### src/sv/bgb_pkg.sv
// ----------------------------------------------------------------------------
// bgb_pkg
// Shared constants, register codes and structs of the glyph blitter core.
// ----------------------------------------------------------------------------
package bgb_pkg;

	// Sizes of the font sheet and glyph limits
	localparam int MAX_GLYPH_W = 16;
	localparam int MAX_GLYPH_H = 32;
	localparam int SHEET_BYTES = 16384;
	localparam int SHEET_AW    = $clog2(SHEET_BYTES);
	localparam int ROW_W       = $clog2(MAX_GLYPH_H);

	// Field widths
	localparam int GW_W    = 5;
	localparam int GH_W    = 6;
	localparam int CLIP_W  = 13;
	localparam int POS_W   = 12;
	localparam int COL_W   = 32;
	localparam int U1_W    = 4 + GW_W;
	localparam int V1_W    = 4 + GH_W;
	localparam int PROD_W  = V1_W + GW_W + 1;
	localparam int BITS_W  = 24;

	// Reset values of the configuration registers
	localparam logic [GW_W-1:0]   GLYPH_W_RST = GW_W'(8);
	localparam logic [GH_W-1:0]   GLYPH_H_RST = GH_W'(16);
	localparam logic [CLIP_W-1:0] CLIP_LO_RST = '0;
	localparam logic [CLIP_W-1:0] CLIP_HI_RST = CLIP_W'(4096);

	// Register indexes
	localparam logic [2:0] REG_GLYPH_W  = 3'd0;
	localparam logic [2:0] REG_GLYPH_H  = 3'd1;
	localparam logic [2:0] REG_CLIP_EN  = 3'd2;
	localparam logic [2:0] REG_CLIP_L   = 3'd3;
	localparam logic [2:0] REG_CLIP_R   = 3'd4;
	localparam logic [2:0] REG_CLIP_T   = 3'd5;
	localparam logic [2:0] REG_CLIP_B   = 3'd6;

	// Item opcodes
	localparam logic OP_WRITE = 1'b0;
	localparam logic OP_DRAW  = 1'b1;

	// Byte slot of a sheet row read: three bytes cover any glyph row
	localparam logic [1:0] SLOT_LAST = 2'd2;

	// Configuration as seen by the datapath (sizes already clamped)
	typedef struct packed {
		logic [GW_W-1:0]   glyph_w;
		logic [GH_W-1:0]   glyph_h;
		logic              clip_en;
		logic [CLIP_W-1:0] clip_left;
		logic [CLIP_W-1:0] clip_right;
		logic [CLIP_W-1:0] clip_top;
		logic [CLIP_W-1:0] clip_bottom;
	} cfg_t;

	// Read in flight plus the per-character values the row formatter needs
	typedef struct packed {
		logic                   vld;
		logic [1:0]             slot;
		logic [ROW_W-1:0]       row;
		logic                   last;
		logic [2:0]             bit_off;
		logic [MAX_GLYPH_W-1:0] col_mask;
		logic [POS_W-1:0]       pos_x;
		logic [POS_W-1:0]       pos_y;
		logic [COL_W-1:0]       colour;
	} job_t;

endpackage

### src/sv/bgb_seq.sv
// ----------------------------------------------------------------------------
// bgb_seq
// Character sequencer: sets up a draw, then issues three sheet byte reads per
// glyph row and walks the rows top to bottom.
// ----------------------------------------------------------------------------
module bgb_seq (
	input  logic                          clk,
	input  logic                          arst_n,
	input  logic                          draw,
	input  logic [7:0]                    char_code,
	input  logic [bgb_pkg::POS_W-1:0]     pos_x,
	input  logic [bgb_pkg::POS_W-1:0]     pos_y,
	input  logic [bgb_pkg::COL_W-1:0]     colour,
	input  bgb_pkg::cfg_t                 cfg,
	output logic                          rd_en,
	output logic [bgb_pkg::SHEET_AW-1:0]  rd_addr,
	output bgb_pkg::job_t                 job,
	output logic                          busy
);

	localparam logic [1:0] ST_IDLE  = 2'd0;
	localparam logic [1:0] ST_SETUP = 2'd1;
	localparam logic [1:0] ST_BASE  = 2'd2;
	localparam logic [1:0] ST_RUN   = 2'd3;

	logic [1:0]                        state_q;
	logic [7:0]                        code_q;
	logic [bgb_pkg::POS_W-1:0]         px_q;
	logic [bgb_pkg::POS_W-1:0]         py_q;
	logic [bgb_pkg::COL_W-1:0]         colour_q;
	logic [bgb_pkg::U1_W-1:0]          u1_q;
	logic [bgb_pkg::V1_W-1:0]          v1_q;
	logic [bgb_pkg::GW_W:0]            stride_q;
	logic [bgb_pkg::ROW_W-1:0]         hm1_q;
	logic [bgb_pkg::MAX_GLYPH_W-1:0]   colmask_q;
	logic [2:0]                        off_q;
	logic [bgb_pkg::SHEET_AW-1:0]      base_q;
	logic [bgb_pkg::ROW_W-1:0]         row_q;
	logic [1:0]                        slot_q;
	logic                              vld_s1;
	logic [1:0]                        slot_s1;
	logic [bgb_pkg::ROW_W-1:0]         row_s1;
	logic                              last_s1;

	logic [bgb_pkg::MAX_GLYPH_W-1:0]   colmask_d;
	logic [bgb_pkg::PROD_W-1:0]        base_d;
	logic                              row_end;

	// Column part of the write mask: inside glyph width and clip columns
	always_comb begin
		logic [bgb_pkg::CLIP_W-1:0] col;
		for (int i = 0; i < bgb_pkg::MAX_GLYPH_W; i++) begin
			col = bgb_pkg::CLIP_W'(px_q) + bgb_pkg::CLIP_W'(i);
			colmask_d[i] = (bgb_pkg::GW_W'(i) < cfg.glyph_w) &&
				(!cfg.clip_en || (col >= cfg.clip_left && col < cfg.clip_right));
		end
	end

	// Byte address of the glyph's top sheet row
	assign base_d = bgb_pkg::PROD_W'(v1_q) * bgb_pkg::PROD_W'(stride_q)
		+ bgb_pkg::PROD_W'(u1_q[bgb_pkg::U1_W-1:3]);

	assign row_end = (slot_q == bgb_pkg::SLOT_LAST);

	// Sequencer
	always_ff @(posedge clk or negedge arst_n) begin
		if (!arst_n) begin
			state_q <= ST_IDLE;
			row_q   <= '0;
			slot_q  <= '0;
		end else begin
			unique case (state_q)
				ST_IDLE: begin
					if (draw) begin
						state_q <= ST_SETUP;
					end
				end
				ST_SETUP: begin
					state_q <= ST_BASE;
				end
				ST_BASE: begin
					row_q   <= '0;
					slot_q  <= '0;
					state_q <= ST_RUN;
				end
				ST_RUN: begin
					if (row_end) begin
						slot_q <= '0;
						row_q  <= row_q + 1'b1;
						if (row_q == hm1_q) begin
							state_q <= ST_IDLE;
						end
					end else begin
						slot_q <= slot_q + 1'b1;
					end
				end
				default: begin
					state_q <= ST_IDLE;
				end
			endcase
		end
	end

	// Capture the transaction and derive the per-character values
	always_ff @(posedge clk) begin
		if (state_q == ST_IDLE && draw) begin
			code_q   <= char_code;
			px_q     <= pos_x;
			py_q     <= pos_y;
			colour_q <= colour;
		end
		if (state_q == ST_SETUP) begin
			u1_q      <= bgb_pkg::U1_W'(code_q[3:0]) * bgb_pkg::U1_W'(cfg.glyph_w);
			v1_q      <= bgb_pkg::V1_W'(code_q[7:4]) * bgb_pkg::V1_W'(cfg.glyph_h);
			stride_q  <= {cfg.glyph_w, 1'b0};
			hm1_q     <= bgb_pkg::ROW_W'(cfg.glyph_h - 1'b1);
			colmask_q <= colmask_d;
		end
		if (state_q == ST_BASE) begin
			base_q <= base_d[bgb_pkg::SHEET_AW-1:0];
			off_q  <= u1_q[2:0];
		end else if (state_q == ST_RUN && row_end) begin
			base_q <= base_q + bgb_pkg::SHEET_AW'(stride_q);
		end
	end

	// Track the read that is in flight
	always_ff @(posedge clk or negedge arst_n) begin
		if (!arst_n) begin
			vld_s1 <= 1'b0;
		end else begin
			vld_s1 <= (state_q == ST_RUN);
		end
	end

	always_ff @(posedge clk) begin
		slot_s1 <= slot_q;
		row_s1  <= row_q;
		last_s1 <= (row_q == hm1_q);
	end

	assign rd_en   = (state_q == ST_RUN);
	assign rd_addr = base_q + bgb_pkg::SHEET_AW'(slot_q);
	assign busy    = (state_q != ST_IDLE) || vld_s1;

	assign job.vld      = vld_s1;
	assign job.slot     = slot_s1;
	assign job.row      = row_s1;
	assign job.last     = last_s1;
	assign job.bit_off  = off_q;
	assign job.col_mask = colmask_q;
	assign job.pos_x    = px_q;
	assign job.pos_y    = py_q;
	assign job.colour   = colour_q;

endmodule

### config.mk
export PLATFORM = sky130hd
export DESIGN_NAME = bgb_seq
export DESIGN_NICKNAME = d
export VERILOG_FILES = /design/src/sv/bgb_pkg.sv /design/src/sv/bgb_seq.sv
export SDC_FILE = /design/constraint.sdc
export NUM_CORES = 1
export LEC_CHECK = 0
export BUFFER_PORTS_ARGS = -buffer_cell sky130_fd_sc_hd__buf_2
export CORE_MARGIN = 2
export CORE_UTILIZATION = 55
export CTS_BUF_LIST = sky130_fd_sc_hd__clkbuf_4 sky130_fd_sc_hd__clkbuf_8
export DETAILED_ROUTE_END_ITERATION = 8
export PLACE_DENSITY_LB_ADDON = 0.15
export SLEW_MARGIN = 10
export SYNTH_ARGS = -nofsm -noshare
export SYNTH_HDL_FRONTEND = slang
export SYNTH_SLANG_ARGS = --single-unit
### constraint.sdc
create_clock -name clk -period 4.3 [get_ports clk]
set_input_delay 0.43 -clock clk [delete_from_list [all_inputs] [get_ports clk]]
set_output_delay 0.43 -clock clk [all_outputs]
set_load 0.01 [all_outputs]
==> impl_metrics.csv <==
group,metric,value,unit
outcome,status,"completed",
logic_synthesis,synth_compound_area_share,16.5,%
power,swShare,46.8,%
logic_synthesis,synthCells,1871,
logic_synthesis,async_reset_ff_share,6.94,%
route,via_per_inst,6.06,
clocking,htree_levels,4,
logic_synthesis,synth-seq-cells,144,
logic_synthesis,synthMuxAreaShare,0.358,%
setup_path,cp.arrival,4.45,ns
hold_path,min-delay-start,"pos_x[10]",
logic_synthesis,synth_top_family_by_area,"adder cells",
power,power_density,660,nW/µm²
setup_path,critPathBufInv,3,
floorplanning,die_h,184,µm
floorplanning,die_area,33900,µm²
route,dr_total_vias,15500,
sta,fmax,238,MHz
floorplanning,rows,65,
finish,final_cell_area,20500,µm²
logic_synthesis,syn_nets,2463,
place,gp_congestion,0.995,
sta,fin_crit_sh,97.8,%
finish,area_delta_synth_final,15.0,%
finish,layout.nets,2738,
sta,tightest_slew,0.997,ns
global_routing,grt_max_degree,46,
setup_path,cp-end-kind,"register",
setup_path,critPathTopFamily,"adder cells",
clocking,cts_tree,"built",
setup_path,path_class,"reg -> reg",
clocking,clkLatencyLatePin,0.52,ns
place,pre_cts_slack,-0.108,ns
power,p_leak,10.1,nW
setup_path,ff2ff_path_depth,16,
global_routing,grt_pass1_vias,15500,
setup_path,required,4.54,ns
logic_synthesis,synthXorXnorAreaFrac,9.33,%
logic_synthesis,ys_seq_area_share,23.5,%
route,routedWlPerCell,21.2,µm
clocking,clock-sinks,144,
sta,rsz0062_at_grt,"yes",
finish,utilization,64.6,%
clocking,ctsRootBufferMaster,"clkbuf_8",
setup_path,cp_slowest_stage_delay,0.52,ns
route,dr.pass1.iters,5,
setup_path,critPathLaunchType,"register",
setup_path,cp_cell_sequence,"buf_6 > and2_4 > fa_2 > fa_1 > inv_2 > fa_1 > inv_1 > ha_4 > a21o_1 > or3_1 > o21a_1 > a31o_1 > nor2_1 > nand4_1 > xnor2_1 > a21oi_1",
global_routing,antenna_found_initial,1,
route,drtAntennaViolNets,0,
floorplanning,ioPinCount,231,
place,io_buffers,204,
sta,drv_slew,0,
finish,layout-drive-gt1-share,18.3,%
sta,fin_worst_skew,0.0383,ns
route,drc_errors,0,
hold_path,min_to,"px_q[10]",
logic_synthesis,netlist_area,17800,µm²
hold_path,holdPathStages,1,
sta,period_needed,4.20,ns
clocking,clkTransAtPathRegs,0.13,ns
route,routed_wl,54300,µm
global_routing,overflow,0,
logic_synthesis,avgSynthCellArea,9.53,µm²
hold_path,min_path_type,"in -> reg",
setup_path,crit_fanout,6,
power,switchingPower,6.34,mW
sta,slew_headroom,33.5,%
logic_synthesis,synthSimpleGateAreaFrac,12.4,%
power,internal_power,7.20,mW
power,ir_drop,0.000887,V
setup_path,cp_common_cell,"fa_1",
route,drt_iter0_markers,1100,
sta,fin_ws,0.0959,ns
logic_synthesis,synth_ff_type,"edfxtp_1",
global_routing,grt_use_total,32.2,%
setup_path,critPathSlowestCell,"fa_1",
power,clock_power_share,8.2,%
global_routing,grt_first_pass_wirelength,83300,µm
logic_synthesis,synth_enable_flop_cells,126,
floorplanning,initial_core_util,56.2,%
place,dpl.hpwl,42300,µm
finish,fillers,2726,
logic_synthesis,synth_warnings,0,
power,share_comb_of_total_power,73.7,%
setup_path,r2r_start,"stride_q[5]",
clocking,clk_path_buf_depth,2,
logic_synthesis,synth_cell_types,72,
floorplanning,die_w,184,µm
floorplanning,core,31700,µm²
setup_path,r2r_setup_slack,0.1,ns
sta,hold_violations,0,
power,power_frac_seq,18.1,%
finish,n_antenna_cell,0,
place,placed_area,19800,µm²
logic_synthesis,synth_adder_area_share,34.0,%
clocking,numCtsBuffers,17,
setup_path,r2r_end,"base_q[13]",
flow_run,cap_viol_max_count,0,
sta,setup_viol,0,
[sequential cells by signal, summed over array words and instances, names as in the netlist, 8 cells and up]
name,cells
colour_q,32
v1_q,10
code_q,8
px_q,12
base_q,14
py_q,12
u1_q,9
colmask_q,16
[cell type report]
| class | instances | area, µm² | share of cell area, % |
|---|---|---|---|
| clock buffers | 18 | 241 | 1.18 |
| clock inverters | 14 | 144 | 0.702 |
| inverters | 127 | 477 | 2.33 |
| multi-input cells | 1549 | 13100 | 64.0 |
| flip-flops and latches | 144 | 4190 | 20.5 |
| well taps | 402 | 503 | 2.45 |
| repair buffers | 307 | 1820 | 8.86 |
[layout by cell type, fill, tap and decap left out, types with 8 or more instances in the layout]
master       n
o21a_1      12
fa_1        38
o21ai_0     63
edfxtp_1   126
o211ai_1    10
a2111oi_0    8
inv_2       10
dfxtp_1      8
dfrtp_1     10
and2_1      53
nand4_1     27
nand3_1     35
inv_1      116
xnor2_1     94
buf_2      204
ha_1       414
nor2b_1     17
clkbuf_8    17
xor2_1      95
a21o_1      97
a21oi_1    132
a211o_1     12
o2111ai_1   15
o21bai_1    13
a221oi_1     8
nor3_1      33
a211oi_1    16
nand2b_1    19
buf_4       99
nand2_1    105
nor2_1     114
[cell usage after synthesis (all sizes together), types with 3 or more instances]
cell type	n	area [µm²]
ha	421	5270
a21oi	135	676
edfxtp	126	3780
inv	126	473
nor2	116	435
nand2	108	408
a21o	98	737
xnor2	95	832
xor2	95	832
o21ai	69	345
and2	59	369
fa	40	801
clkbuf	37	139
nand3	36	185
nor3	35	180
nand4	27	169
nand2b	20	125
a211oi	18	145
nor2b	17	106
o2111ai	15	131
buf	14	75.1
a2111oi	13	146
o21bai	13	97.6
a211o	12	105
o21a	12	90.1
o211ai	11	87.6
dfrtp	10	250
a221oi	8	70.1
dfxtp	8	160
and3	7	43.8
a22o	6	52.6
and4	6	52.6
o31ai	6	45.0
or3	6	37.5
a31oi	5	31.3
nor4	4	31.3
or2	4	25.0
a21boi	3	22.5
mux2	3	33.8
mux2i	3	30.0
nand3b	3	22.5
o22ai	3	18.8
[worst max path at each step]
stage / startpoint / end / cells after the start
4_1_cts: stride_q[5] / base_q[12] / 15
6_report: stride_q[5] / base_q[13] / 16
3_3_place_gp: stride_q[5] / base_q[12] / 15
2_1_floorplan: stride_q[4] / base_q[13] / 17
3_5_place_dp: stride_q[5] / base_q[12] / 15
5_1_grt: stride_q[3] / base_q[13] / 17
[power by group through the flow]
stage / combinational (mW) / sequential, mW / clock (mW)
4_1_cts: 8.95 / 2.44 / 1.13
2_1_floorplan: 6.22 / 2.43 / 0
6_report: 9.97 / 2.45 / 1.11
3_5_place_dp: 8.66 / 2.47 / 0
3_3_place_gp: 8.40 / 2.45 / 0
5_1_grt: 11.1 / 2.49 / 1.17
[repair_timing]
| item | CTS | global route |
|---|---|---|
| pin swaps | 7 | 46 |
| buffers inserted | 1 | 10 |
| gates resized for setup | 7 | 41 |
| endpoints found under the setup margin | 5 | 7 |
| hold buffers | 1 | 0 |
| endpoints found under the hold margin | 10 | 0 |
[stage by stage]
step	std cells	TNS (ns)	hold slack, ns	total power [mW]
floorplan	1871	0	0.134	8.65
global placement	2518	0	0.303	10.9
detailed placement	2518	-0.236	0.308	11.1
CTS	2552	0	0.0532	12.5
global route	2561	-0.310	0.0526	14.7
finish	2561	0	0.0748	13.5
[logic make-up (layout without fill, tap and decap cells)]
logic type      Yosys count  count (layout)
flops                   144             144
buf+inv                 178             466
xor+xnor                190             190
mux                       6               6
simple gates            451             451
compound gates          441             441
fa+ha+maj               461             461
[routing by layer]
layer  up-vias  wire [µm]  track usage, %
li1       7358          -               -
met1      7358      21200            37.4
met2       629      26600            57.1
met3       163       3540            5.11
met4         2       2920            16.9
met5         -          9               0
Power figures use the tool's default switching activity.
