==> src/sv/bgb_pkg.sv <==
// ----------------------------------------------------------------------------
// bgb_pkg
// Shared constants, register codes and structs of the glyph blitter core.
// ----------------------------------------------------------------------------
package bgb_pkg;

	// Sizes of the font sheet and glyph limits
	localparam int MAX_GLYPH_W = 16;
	localparam int MAX_GLYPH_H = 32;
	localparam int SHEET_BYTES = 16384;
	localparam int SHEET_AW    = $clog2(SHEET_BYTES);
	localparam int ROW_W       = $clog2(MAX_GLYPH_H);

	// Field widths
	localparam int GW_W    = 5;
	localparam int GH_W    = 6;
	localparam int CLIP_W  = 13;
	localparam int POS_W   = 12;
	localparam int COL_W   = 32;
	localparam int U1_W    = 4 + GW_W;
	localparam int V1_W    = 4 + GH_W;
	localparam int PROD_W  = V1_W + GW_W + 1;
	localparam int BITS_W  = 24;

	// Reset values of the configuration registers
	localparam logic [GW_W-1:0]   GLYPH_W_RST = GW_W'(8);
	localparam logic [GH_W-1:0]   GLYPH_H_RST = GH_W'(16);
	localparam logic [CLIP_W-1:0] CLIP_LO_RST = '0;
	localparam logic [CLIP_W-1:0] CLIP_HI_RST = CLIP_W'(4096);

	// Register indexes
	localparam logic [2:0] REG_GLYPH_W  = 3'd0;
	localparam logic [2:0] REG_GLYPH_H  = 3'd1;
	localparam logic [2:0] REG_CLIP_EN  = 3'd2;
	localparam logic [2:0] REG_CLIP_L   = 3'd3;
	localparam logic [2:0] REG_CLIP_R   = 3'd4;
	localparam logic [2:0] REG_CLIP_T   = 3'd5;
	localparam logic [2:0] REG_CLIP_B   = 3'd6;

	// Item opcodes
	localparam logic OP_WRITE = 1'b0;
	localparam logic OP_DRAW  = 1'b1;

	// Byte slot of a sheet row read: three bytes cover any glyph row
	localparam logic [1:0] SLOT_LAST = 2'd2;

	// Configuration as seen by the datapath (sizes already clamped)
	typedef struct packed {
		logic [GW_W-1:0]   glyph_w;
		logic [GH_W-1:0]   glyph_h;
		logic              clip_en;
		logic [CLIP_W-1:0] clip_left;
		logic [CLIP_W-1:0] clip_right;
		logic [CLIP_W-1:0] clip_top;
		logic [CLIP_W-1:0] clip_bottom;
	} cfg_t;

	// Read in flight plus the per-character values the row formatter needs
	typedef struct packed {
		logic                   vld;
		logic [1:0]             slot;
		logic [ROW_W-1:0]       row;
		logic                   last;
		logic [2:0]             bit_off;
		logic [MAX_GLYPH_W-1:0] col_mask;
		logic [POS_W-1:0]       pos_x;
		logic [POS_W-1:0]       pos_y;
		logic [COL_W-1:0]       colour;
	} job_t;

endpackage

==> src/sv/bgb_row_fmt.sv <==
// ----------------------------------------------------------------------------
// bgb_row_fmt
// Row formatter: gathers the three sheet bytes of a glyph row, aligns the
// glyph bits, applies the clip window and registers the result.
// ----------------------------------------------------------------------------
module bgb_row_fmt (
	input  logic                             clk,
	input  logic                             arst_n,
	input  bgb_pkg::job_t                    job,
	input  bgb_pkg::cfg_t                    cfg,
	input  logic [7:0]                       rdata,
	output logic                             strobe,
	output logic [bgb_pkg::CLIP_W-1:0]       row_y,
	output logic [bgb_pkg::POS_W-1:0]        col_x,
	output logic [bgb_pkg::MAX_GLYPH_W-1:0]  lit_mask,
	output logic [bgb_pkg::MAX_GLYPH_W-1:0]  write_mask,
	output logic [bgb_pkg::COL_W-1:0]        pixel_colour,
	output logic                             last_row
);

	logic [15:0]                       acc_q;
	logic                              strobe_q;
	logic [bgb_pkg::CLIP_W-1:0]        row_y_q;
	logic [bgb_pkg::POS_W-1:0]         col_x_q;
	logic [bgb_pkg::MAX_GLYPH_W-1:0]   lit_q;
	logic [bgb_pkg::MAX_GLYPH_W-1:0]   wr_q;
	logic [bgb_pkg::COL_W-1:0]         colour_q;
	logic                              last_q;

	logic                              row_done;
	logic [bgb_pkg::BITS_W-1:0]        bits_al;
	logic [bgb_pkg::MAX_GLYPH_W-1:0]   glyph;
	logic [bgb_pkg::CLIP_W-1:0]        row_abs;
	logic                              row_in;
	logic [bgb_pkg::MAX_GLYPH_W-1:0]   wr_d;

	assign row_done = job.vld && (job.slot == bgb_pkg::SLOT_LAST);

	// Align the glyph row so that pixel 0 sits at the top bit
	assign bits_al = {acc_q, rdata} << job.bit_off;

	always_comb begin
		for (int i = 0; i < bgb_pkg::MAX_GLYPH_W; i++) begin
			glyph[i] = bits_al[bgb_pkg::BITS_W-1-i];
		end
	end

	// Row part of the clip window
	assign row_abs = bgb_pkg::CLIP_W'(job.pos_y) + bgb_pkg::CLIP_W'(job.row);
	assign row_in  = !cfg.clip_en || (row_abs >= cfg.clip_top && row_abs < cfg.clip_bottom);
	assign wr_d    = row_in ? job.col_mask : '0;

	// Shift in the leading bytes of the row
	always_ff @(posedge clk) begin
		if (job.vld && !row_done) begin
			acc_q <= {acc_q[7:0], rdata};
		end
	end

	// Result strobe
	always_ff @(posedge clk or negedge arst_n) begin
		if (!arst_n) begin
			strobe_q <= 1'b0;
		end else begin
			strobe_q <= row_done;
		end
	end

	// Result payload
	always_ff @(posedge clk) begin
		if (row_done) begin
			row_y_q  <= row_abs;
			col_x_q  <= job.pos_x;
			lit_q    <= glyph & wr_d;
			wr_q     <= wr_d;
			colour_q <= job.colour;
			last_q   <= job.last;
		end
	end

	assign strobe       = strobe_q;
	assign row_y        = row_y_q;
	assign col_x        = col_x_q;
	assign lit_mask     = lit_q;
	assign write_mask   = wr_q;
	assign pixel_colour = colour_q;
	assign last_row     = last_q;

endmodule

==> config.mk <==
export PLATFORM = sky130hd
export DESIGN_NAME = bgb_row_fmt
export DESIGN_NICKNAME = d
export VERILOG_FILES = /design/src/sv/bgb_pkg.sv /design/src/sv/bgb_row_fmt.sv
export SDC_FILE = /design/constraint.sdc
export NUM_CORES = 1
export LEC_CHECK = 0
export BUFFER_PORTS_ARGS = -buffer_cell sky130_fd_sc_hd__buf_2
export CORE_MARGIN = 3
export CORE_UTILIZATION = 40
export CTS_BUF_LIST = sky130_fd_sc_hd__clkbuf_4
export DETAILED_ROUTE_END_ITERATION = 8
export GPL_TIMING_DRIVEN = 1
export HOLD_SLACK_MARGIN = 0.02
export PLACE_DENSITY = 0.83
export SETUP_SLACK_MARGIN = 0.15
export SLEW_MARGIN = 20
export SYNTH_ARGS = -nofsm -noshare
export SYNTH_HDL_FRONTEND = slang
export SYNTH_SLANG_ARGS = --single-unit
==> constraint.sdc <==
create_clock -name clk -period 1.9 [get_ports clk]
set_input_delay 0.475 -clock clk [delete_from_list [all_inputs] [get_ports clk]]
set_output_delay 0.475 -clock clk [all_outputs]
set_load 0.01 [all_outputs]
==> metrics.txt, run 1 <==
# TYPE chip_impl_metric gauge
chip_impl_metric{name="clock_sinks",unit=""} 107
chip_impl_metric{name="relSlewSlack",unit=""} 0.632
chip_impl_metric{name="multi_input_gate_area",unit="µm²"} 1850
chip_impl_metric{name="cp.arrival",unit="ps"} 3460
chip_impl_metric{name="place.port_buffers",unit=""} 211
chip_impl_metric{name="finalCriticalPeriod",unit="ps"} 3150
chip_impl_metric{name="sequential_cell_area",unit="µm²"} 3210
chip_impl_info{name="critical_path.slowest_cell",value="sky130_fd_sc_hd__a2111oi_4"} 1
chip_impl_metric{name="fill_cells",unit=""} 966
chip_impl_metric{name="fp.dieW",unit="µm"} 119
chip_impl_metric{name="report.final.slew_viol_count",unit=""} 0
chip_impl_metric{name="drt_drc_violations_left",unit=""} 0
chip_impl_metric{name="synthesis.area",unit="µm²"} 5120
chip_impl_metric{name="timing.final.setup_violations",unit=""} 33
chip_impl_metric{name="post-route-cell-area",unit="µm²"} 7160
chip_impl_metric{name="post-layout-total-power",unit="mW"} 5.10
chip_impl_info{name="run_status",value="complete, but fails checks"} 1
chip_impl_metric{name="syn_to_final_growth",unit="%"} 39.8
chip_impl_metric{name="grt_pass1_wl",unit="µm"} 19300
chip_impl_metric{name="dp_hpwl",unit="µm"} 9850
chip_impl_metric{name="place_inst",unit=""} 772
chip_impl_metric{name="globalplace.congestion",unit=""} 0.867
chip_impl_info{name="final_cell_mix",value="sky130_fd_sc_hd__buf_2, sky130_fd_sc_hd__edfxtp_1, sky130_fd_sc_hd__buf_4, sky130_fd_sc_hd__inv_1, sky130_fd_sc_hd__ha_1"} 1
chip_impl_metric{name="initial_standard_cell_utilization_of_the_core",unit=""} 0.418
chip_impl_metric{name="detailed_route_via_count",unit=""} 3889
chip_impl_metric{name="number_of_buffers_added_by_the_clock_tree_synthesis_step",unit=""} 9
chip_impl_metric{name="ctsHtreeMaxLevel",unit=""} 3
chip_impl_info{name="critical_path_endpoint_category",value="flip-flop"} 1
chip_impl_metric{name="leakage_power_figure",unit="nW"} 3.15
chip_impl_metric{name="first_global_vias",unit=""} 3896
chip_impl_info{name="path_cells",value="buf_8 > ha_4 > inv_2 > fa_2 > nor2b_1 > o21a_1 > o21ai_2 > buf_4 > a2111oi_4 > ha_1 > buf_6 > nand2_4 > nor2_4 > a2111oi_4 > a31oi_4 > buf_12 > buf_12 > nor3b_2"} 1
chip_impl_metric{name="number_of_buffers_on_the_longest_clock_path",unit=""} 2
chip_impl_metric{name="sequential_area_share_after_synthesis",unit=""} 0.626
chip_impl_info{name="critical_path.startpoint_type",value="input port"} 1
chip_impl_info{name="tritoncts",value="built"} 1
chip_impl_metric{name="cp_slowest_stage_delay",unit="ps"} 410
chip_impl_metric{name="final_critical_path_setup_slack",unit="ps"} -1250
chip_impl_metric{name="peakVddDrop",unit="mV"} 0.322
chip_impl_metric{name="grt_start_max_net_pins",unit=""} 42
chip_impl_metric{name="core_area",unit="µm²"} 12300
chip_impl_metric{name="fp.dieArea",unit="µm²"} 14200
chip_impl_info{name="synth_top_cell_by_area",value="sky130_fd_sc_hd__edfxtp_1"} 1
chip_impl_metric{name="synthArstFlopShare",unit=""} 0.00935
chip_impl_metric{name="grt_use_total",unit=""} 0.173
chip_impl_metric{name="layoutNonFillerInstCount",unit=""} 799
chip_impl_metric{name="design.final.nets",unit=""} 815
chip_impl_metric{name="synth-seq-cells",unit=""} 107
chip_impl_metric{name="antenna-diode-count",unit=""} 0
chip_impl_metric{name="post_synth_inst_count",unit=""} 360
chip_impl_metric{name="setup_total_negative_slack",unit="ps"} -38090
chip_impl_metric{name="path_max_fanout",unit=""} 8
chip_impl_metric{name="floorplan.die.height",unit="µm"} 119
chip_impl_metric{name="row_count",unit=""} 40
chip_impl_metric{name="remaining_overflow_grt",unit=""} 0
chip_impl_metric{name="ant_nets",unit=""} 0
chip_impl_metric{name="number_of_failing_hold_endpoints_at_the_final_stage",unit=""} 0
chip_impl_metric{name="final_period_utilization",unit=""} 1.66
chip_impl_metric{name="powerDensity",unit="nW/µm²"} 713
chip_impl_metric{name="clock_latency",unit="ps"} 470
chip_impl_metric{name="synth_area_per_cell",unit="µm²"} 14.2
chip_impl_metric{name="fmax",unit="MHz"} 318
chip_impl_info{name="critPathKind",value="in2reg"} 1
chip_impl_metric{name="final.setup_skew",unit="ps"} 27.3
chip_impl_metric{name="detail_route.iter0.violations",unit=""} 255
chip_impl_info{name="worst_hold_path_type",value="in2reg"} 1
chip_impl_metric{name="drv.max_cap_violation_count",unit=""} 0
chip_impl_info{name="rsz_0062_raised_after_global_routing",value="true"} 1
chip_impl_info{name="synth_top_cells_by_area",value="sky130_fd_sc_hd__edfxtp_1, sky130_fd_sc_hd__ha_1, sky130_fd_sc_hd__mux2i_1"} 1
chip_impl_metric{name="place_area",unit="µm²"} 6760
chip_impl_metric{name="top_level_ports",unit=""} 249
chip_impl_metric{name="routed_wl",unit="µm"} 13000
chip_impl_metric{name="dr.pass1.iters",unit=""} 5
chip_impl_metric{name="ys_types",unit=""} 42
chip_impl_info{name="violated_checks",value="setup timing"} 1
chip_impl_metric{name="vias_per_cell",unit=""} 4.87
chip_impl_metric{name="yosys_warnings",unit=""} 0
chip_impl_metric{name="number_of_antenna_violations_at_the_first_check_in_global_routing",unit=""} 2
chip_impl_metric{name="post-synth-top-area-fraction",unit=""} 0.622
chip_impl_metric{name="routed_wire_length_per_instance",unit="µm"} 16.3
chip_impl_info{name="root_buffer",value="sky130_fd_sc_hd__clkbuf_4"} 1
chip_impl_metric{name="tightest_slew",unit="ps"} 552
chip_impl_metric{name="finish.utilization",unit=""} 0.584
chip_impl_metric{name="final_layout_size_suffix_gt1_frac",unit=""} 0.529
chip_impl_metric{name="syn_nets",unit=""} 549
chip_impl_metric{name="worst_setup_hold_path_clk_slew",unit="ps"} 190
chip_impl_info{name="layout_commonest_cell",value="sky130_fd_sc_hd__buf_2"} 1
chip_impl_metric{name="edff_count_synth",unit=""} 106
chip_impl_info{name="most_used_flip_flop_cell_after_synthesis",value="sky130_fd_sc_hd__edfxtp_1"} 1
chip_impl_metric{name="critical_path_required",unit="ps"} 2220
-- path summary, 6_finish.rpt --
path | start | end | slack, ps | cells after the start
min in group asynchronous | arst_n | strobe$_DFF_PN0_ | 330 | 2
setup reg to reg | acc_q[2]$_DFFE_PP_ | lit_mask[13]$_DFFE_PP_ | 280 | 6
max in group asynchronous | arst_n | strobe$_DFF_PN0_ | 1490 | 2
setup / recovery | job[76] | lit_mask[0]$_DFFE_PP_ | -1250 | 18
hold / removal | job[26] | pixel_colour[26]$_DFFE_PP_ | 160 | 1
hold reg to reg | acc_q[7]$_DFFE_PP_ | acc_q[15]$_DFFE_PP_ | 530 | 0
-- power breakdown --
part	total, mW	switching, mW	internal, mW	leakage [nW]
logic	1.09	0.538	0.548	2.08
clock network	1.23	0.810	0.425	0.0817
registers	2.78	0.0434	2.74	0.989
-- metrics by stage --
step	setup slack [ps]	hold WS (ps)
after floorplan	-1380	179
after global placement	-1640	251
after detailed placement	-1750	254
after CTS	-1160	122
after global routing	-1330	113
final	-1250	163
-- Yosys cell counts (all sizes together), types with 3 or more instances --
cell      n
a21o      3
a21oi    18
a31oi     3
buf       9
edfxtp  106
ha       30
inv      36
mux2     10
mux2i    16
mux4      6
nand2    26
nand4     5
nor2     15
nor2b    21
nor3b     7
o211ai    4
o21ai    13
xnor2     7
xor2      3
-- cell type report --
cell class / count / area share
Clock buffer: 9 / 0.00944
Sequential cell: 107 / 0.448
Inverter: 36 / 0.0189
Timing Repair Buffer: 266 / 0.224
Clock inverter: 7 / 0.0114
Multi-Input combinational cell: 206 / 0.258
Tap cell: 168 / 0.0294
-- metal layers --
layer  GRT usage  vias to the layer above  routed length (µm)
met5           0                        -                  27
met4      0.0572                        4                 203
met3      0.0408                       22                1060
met2       0.312                      185                6620
met1       0.201                     1828                5130
li1            -                     1850                   -
-- logic make-up after synthesis --
| logic type | count (synthesis) | synth area share |
|---|---|---|
| compound gates | 51 | 0.0709 |
| xor+xnor | 10 | 0.0171 |
| mux | 32 | 0.0796 |
| fa+ha+maj | 31 | 0.0772 |
| simple gates | 82 | 0.0887 |
| flops | 107 | 0.626 |
| buf+inv | 47 | 0.0401 |
-- state kept, by name, indices dropped and copies added, names as in the netlist --
| name | count |
|---|---|
| acc_q | 16 |
| col_x | 12 |
| last_row | 1 |
| lit_mask | 16 |
| pixel_colour | 32 |
| row_y | 13 |
| strobe | 1 |
| write_mask | 16 |
-- critical path: cells and delay by family --
family	cells	cell delay (ps)
fa+ha+maj	3	770
compound gates	5	1130
buf+inv	6	690
simple gates	4	390
-- timing repair --
| item | 4_1_cts | 5_1_grt |
|---|---|---|
| setup buffers | 0 | 7 |
| setup endpoints to repair | 34 | 37 |
| resized for setup | 6 | 20 |
| hold buffers | 1 | 0 |
| pin swaps | 0 | 32 |
| hold endpoints to repair | 1 | 0 |
| gates cloned | 0 | 3 |
Note: power is estimated with default switching activity, not from simulation.
==> run 2: changes to the inputs <==
==> constraint.sdc (replaced) <==
create_clock -name clk -period 1.9 [get_ports clk]
set_input_delay 0.38 -clock clk [delete_from_list [all_inputs] [get_ports clk]]
set_output_delay 0.38 -clock clk [all_outputs]
set_load 0.01 [all_outputs]
==> metrics.txt, run 2 (synthesis gave the netlist of run 1 again) <==
# TYPE chip_impl_metric gauge
chip_impl_metric{name="share_seq_of_total_power",unit=""} 0.547
chip_impl_metric{name="largest_register_ff_count",unit=""} 32
chip_impl_metric{name="remaining_overflow_grt",unit=""} 0
chip_impl_metric{name="report.final.slew_viol_count",unit=""} 0
chip_impl_metric{name="peakVddDrop",unit="mV"} 0.282
chip_impl_metric{name="cp.arrival",unit="ps"} 3340
chip_impl_metric{name="finalCriticalPeriod",unit="ps"} 3000
chip_impl_info{name="worst_hold_endpoint",value="col_x[1]$_DFFE_PP_"} 1
chip_impl_metric{name="clock_latency",unit="ps"} 490
chip_impl_metric{name="syn_to_final_growth",unit="%"} 45.9
chip_impl_info{name="run_status",value="complete, but fails checks"} 1
chip_impl_metric{name="number_of_failing_hold_endpoints_at_the_final_stage",unit=""} 0
chip_impl_metric{name="number_of_buffers_on_the_longest_clock_path",unit=""} 2
chip_impl_metric{name="hold_path_stages",unit=""} 1
chip_impl_metric{name="fill_cells",unit=""} 952
chip_impl_metric{name="antenna-diode-count",unit=""} 0
chip_impl_info{name="worst_hold_path_type",value="in2reg"} 1
chip_impl_metric{name="clock_sinks",unit=""} 107
chip_impl_metric{name="timing.final.setup_violations",unit=""} 32
chip_impl_metric{name="place.port_buffers",unit=""} 211
chip_impl_metric{name="initial_standard_cell_utilization_of_the_core",unit=""} 0.418
chip_impl_metric{name="final_period_utilization",unit=""} 1.58
chip_impl_metric{name="row_count",unit=""} 40
chip_impl_metric{name="routed_wire_length_per_instance",unit="µm"} 16.1
chip_impl_metric{name="p_sw",unit="mW"} 1.45
chip_impl_metric{name="dp_worst_setup_slack",unit="ps"} -1640
chip_impl_metric{name="number_of_buffers_added_by_the_clock_tree_synthesis_step",unit=""} 9
chip_impl_metric{name="detailed_route_via_count",unit=""} 4031
chip_impl_metric{name="dr.pass1.iters",unit=""} 4
chip_impl_info{name="critPathKind",value="in2reg"} 1
chip_impl_metric{name="p_int",unit="mW"} 3.64
chip_impl_metric{name="drt_drc_violations_left",unit=""} 0
chip_impl_info{name="critical_path.startpoint_type",value="input port"} 1
chip_impl_info{name="holdCritStartpoint",value="job[45]"} 1
chip_impl_metric{name="globalplace.congestion",unit=""} 0.897
chip_impl_metric{name="worst_setup_hold_path_clk_slew",unit="ps"} 170
chip_impl_metric{name="core_area",unit="µm²"} 12300
chip_impl_metric{name="top_level_ports",unit=""} 249
chip_impl_metric{name="dp_hpwl",unit="µm"} 9690
chip_impl_metric{name="finish.utilization",unit=""} 0.609
chip_impl_metric{name="first_global_vias",unit=""} 4004
chip_impl_metric{name="leakage_power_figure",unit="nW"} 3.29
chip_impl_info{name="layout_commonest_cell",value="sky130_fd_sc_hd__buf_2"} 1
chip_impl_metric{name="fmax",unit="MHz"} 333
chip_impl_metric{name="ctsHtreeMaxLevel",unit=""} 3
chip_impl_metric{name="fp.dieW",unit="µm"} 119
chip_impl_info{name="critical_path.reg2reg.endpoint",value="lit_mask[13]$_DFFE_PP_"} 1
chip_impl_info{name="critical_path_endpoint_category",value="flip-flop"} 1
chip_impl_metric{name="layoutNonFillerInstCount",unit=""} 826
chip_impl_metric{name="ant_nets",unit=""} 0
chip_impl_metric{name="comb_power_share",unit=""} 0.224
chip_impl_metric{name="design.final.nets",unit=""} 842
chip_impl_metric{name="grt_start_max_net_pins",unit=""} 51
chip_impl_info{name="violated_checks",value="setup timing"} 1
chip_impl_metric{name="final.setup_skew",unit="ps"} 18.3
chip_impl_metric{name="final_layout_size_suffix_gt1_frac",unit=""} 0.500
chip_impl_metric{name="critical_path_required",unit="ps"} 2240
chip_impl_info{name="root_buffer",value="sky130_fd_sc_hd__clkbuf_4"} 1
chip_impl_metric{name="number_of_antenna_violations_at_the_first_check_in_global_routing",unit=""} 2
chip_impl_metric{name="timing.reg2reg.setup_slack",unit="ps"} 280
chip_impl_metric{name="final_critical_path_setup_slack",unit="ps"} -1100
chip_impl_info{name="final_cell_mix",value="sky130_fd_sc_hd__buf_2, sky130_fd_sc_hd__edfxtp_1, sky130_fd_sc_hd__buf_4, sky130_fd_sc_hd__inv_1, sky130_fd_sc_hd__dlygate4sd3_1"} 1
chip_impl_metric{name="drv.max_cap_violation_count",unit=""} 0
chip_impl_metric{name="reg2reg_depth",unit=""} 6
chip_impl_info{name="tritoncts",value="built"} 1
chip_impl_info{name="worst_r2r_startpoint",value="acc_q[2]$_DFFE_PP_"} 1
chip_impl_metric{name="power_switching_share",unit=""} 0.284
chip_impl_metric{name="grt_use_total",unit=""} 0.181
chip_impl_metric{name="share_clk_of_total_power",unit=""} 0.229
chip_impl_metric{name="place_inst",unit=""} 770
chip_impl_metric{name="fp.dieArea",unit="µm²"} 14200
chip_impl_metric{name="routed_wl",unit="µm"} 13300
chip_impl_metric{name="setup_total_negative_slack",unit="ps"} -33560
chip_impl_metric{name="powerDensity",unit="nW/µm²"} 680
chip_impl_metric{name="detail_route.iter0.violations",unit=""} 251
chip_impl_info{name="rsz_0062_raised_after_global_routing",value="true"} 1
chip_impl_metric{name="path_max_fanout",unit=""} 8
chip_impl_metric{name="relSlewSlack",unit=""} 0.631
chip_impl_metric{name="vias_per_cell",unit=""} 4.88
chip_impl_metric{name="tightest_slew",unit="ps"} 553
chip_impl_info{name="crit_path_start",value="job[76]"} 1
chip_impl_metric{name="post-layout-total-power",unit="mW"} 5.08
chip_impl_metric{name="grt_pass1_wl",unit="µm"} 20100
chip_impl_metric{name="floorplan.die.height",unit="µm"} 119
run 2: changes by cell type in the layout (fill, tap and decap cells not counted), sizes merged:
cell         previous run  this run
dlygate4sd3             1        34
buf                   263       259
inv                    39        40
clkbuf                 11         9
bufinv                  1         0
run 2: critical path: stages:
cell	delay [ps]
sky130_fd_sc_hd__buf_8	80
sky130_fd_sc_hd__ha_4	130
sky130_fd_sc_hd__inv_2	30
sky130_fd_sc_hd__fa_2	320
sky130_fd_sc_hd__nor2b_1	120
sky130_fd_sc_hd__o21a_1	160
sky130_fd_sc_hd__o21ai_2	90
sky130_fd_sc_hd__a21oi_2	170
sky130_fd_sc_hd__nand4_1	150
sky130_fd_sc_hd__xnor2_2	180
sky130_fd_sc_hd__ha_1	320
sky130_fd_sc_hd__a21oi_2	180
sky130_fd_sc_hd__nor2_4	60
sky130_fd_sc_hd__a2111oi_4	330
sky130_fd_sc_hd__a31oi_4	140
sky130_fd_sc_hd__buf_12	160
sky130_fd_sc_hd__buf_12	140
sky130_fd_sc_hd__nor3b_2	180
run 2: cell type report:
| type | instances | area [µm²] | share of cell area |
|---|---|---|---|
| flip-flops and latches | 107 | 3210 | 0.429 |
| repair buffers | 293 | 1880 | 0.252 |
| clock buffers | 9 | 67.6 | 0.00904 |
| multi-input cells | 206 | 1890 | 0.253 |
| clock inverters | 7 | 77.6 | 0.0104 |
| well taps | 168 | 210 | 0.0281 |
| inverters | 36 | 135 | 0.0181 |
run 2: worst max-delay path by stage:
stage | end | slack [ps] | depth (start not counted)
global route | lit_mask[0]$_DFFE_PP_ | -1250 | 18
finish | lit_mask[10]$_DFFE_PP_ | -1100 | 18
global placement | lit_mask[12]$_DFFE_PP_ | -1550 | 16
floorplan | lit_mask[10]$_DFFE_PP_ | -1280 | 17
CTS | lit_mask[9]$_DFFE_PP_ | -1050 | 18
detailed placement | write_mask[4]$_DFFE_PP_ | -1640 | 18
run 2: stage by stage:
step / instance area [µm²] / hold WS (ps)
final: 7470 / 71.4
after global routing: 7470 / 36.3
after CTS: 7150 / 20.1
after detailed placement: 6740 / 157
after global placement: 6740 / 157
after floorplan: 5180 / 84.4
run 2: what timing repair did:
item / in CTS / in global routing
cloned: 2 / 0
buffers inserted: 4 / 0
setup endpoints to repair: 32 / 33
pin swaps: 20 / 2
hold endpoints to repair: 9 / 25
hold buffers: 9 / 25
gates resized for setup: 16 / 12
run 2: power by group through the flow:
stage | clock network, mW | registers [mW] | logic (mW)
after floorplan | 0 | 2.88 | 0.491
after global placement | 0 | 2.83 | 0.953
after detailed placement | 0 | 2.83 | 0.988
after CTS | 1.21 | 2.78 | 1.07
after global routing | 1.31 | 2.79 | 1.25
final | 1.17 | 2.78 | 1.14
run 2: layer usage:
layer  vias to the layer above  global-route usage  part of all wire
li1                       1906                   -                 -
met1                      1923               0.205              0.39
met2                       168               0.316              0.51
met3                        30              0.0527             0.069
met4                         4              0.0753             0.024
met5                         -                   0            0.0016
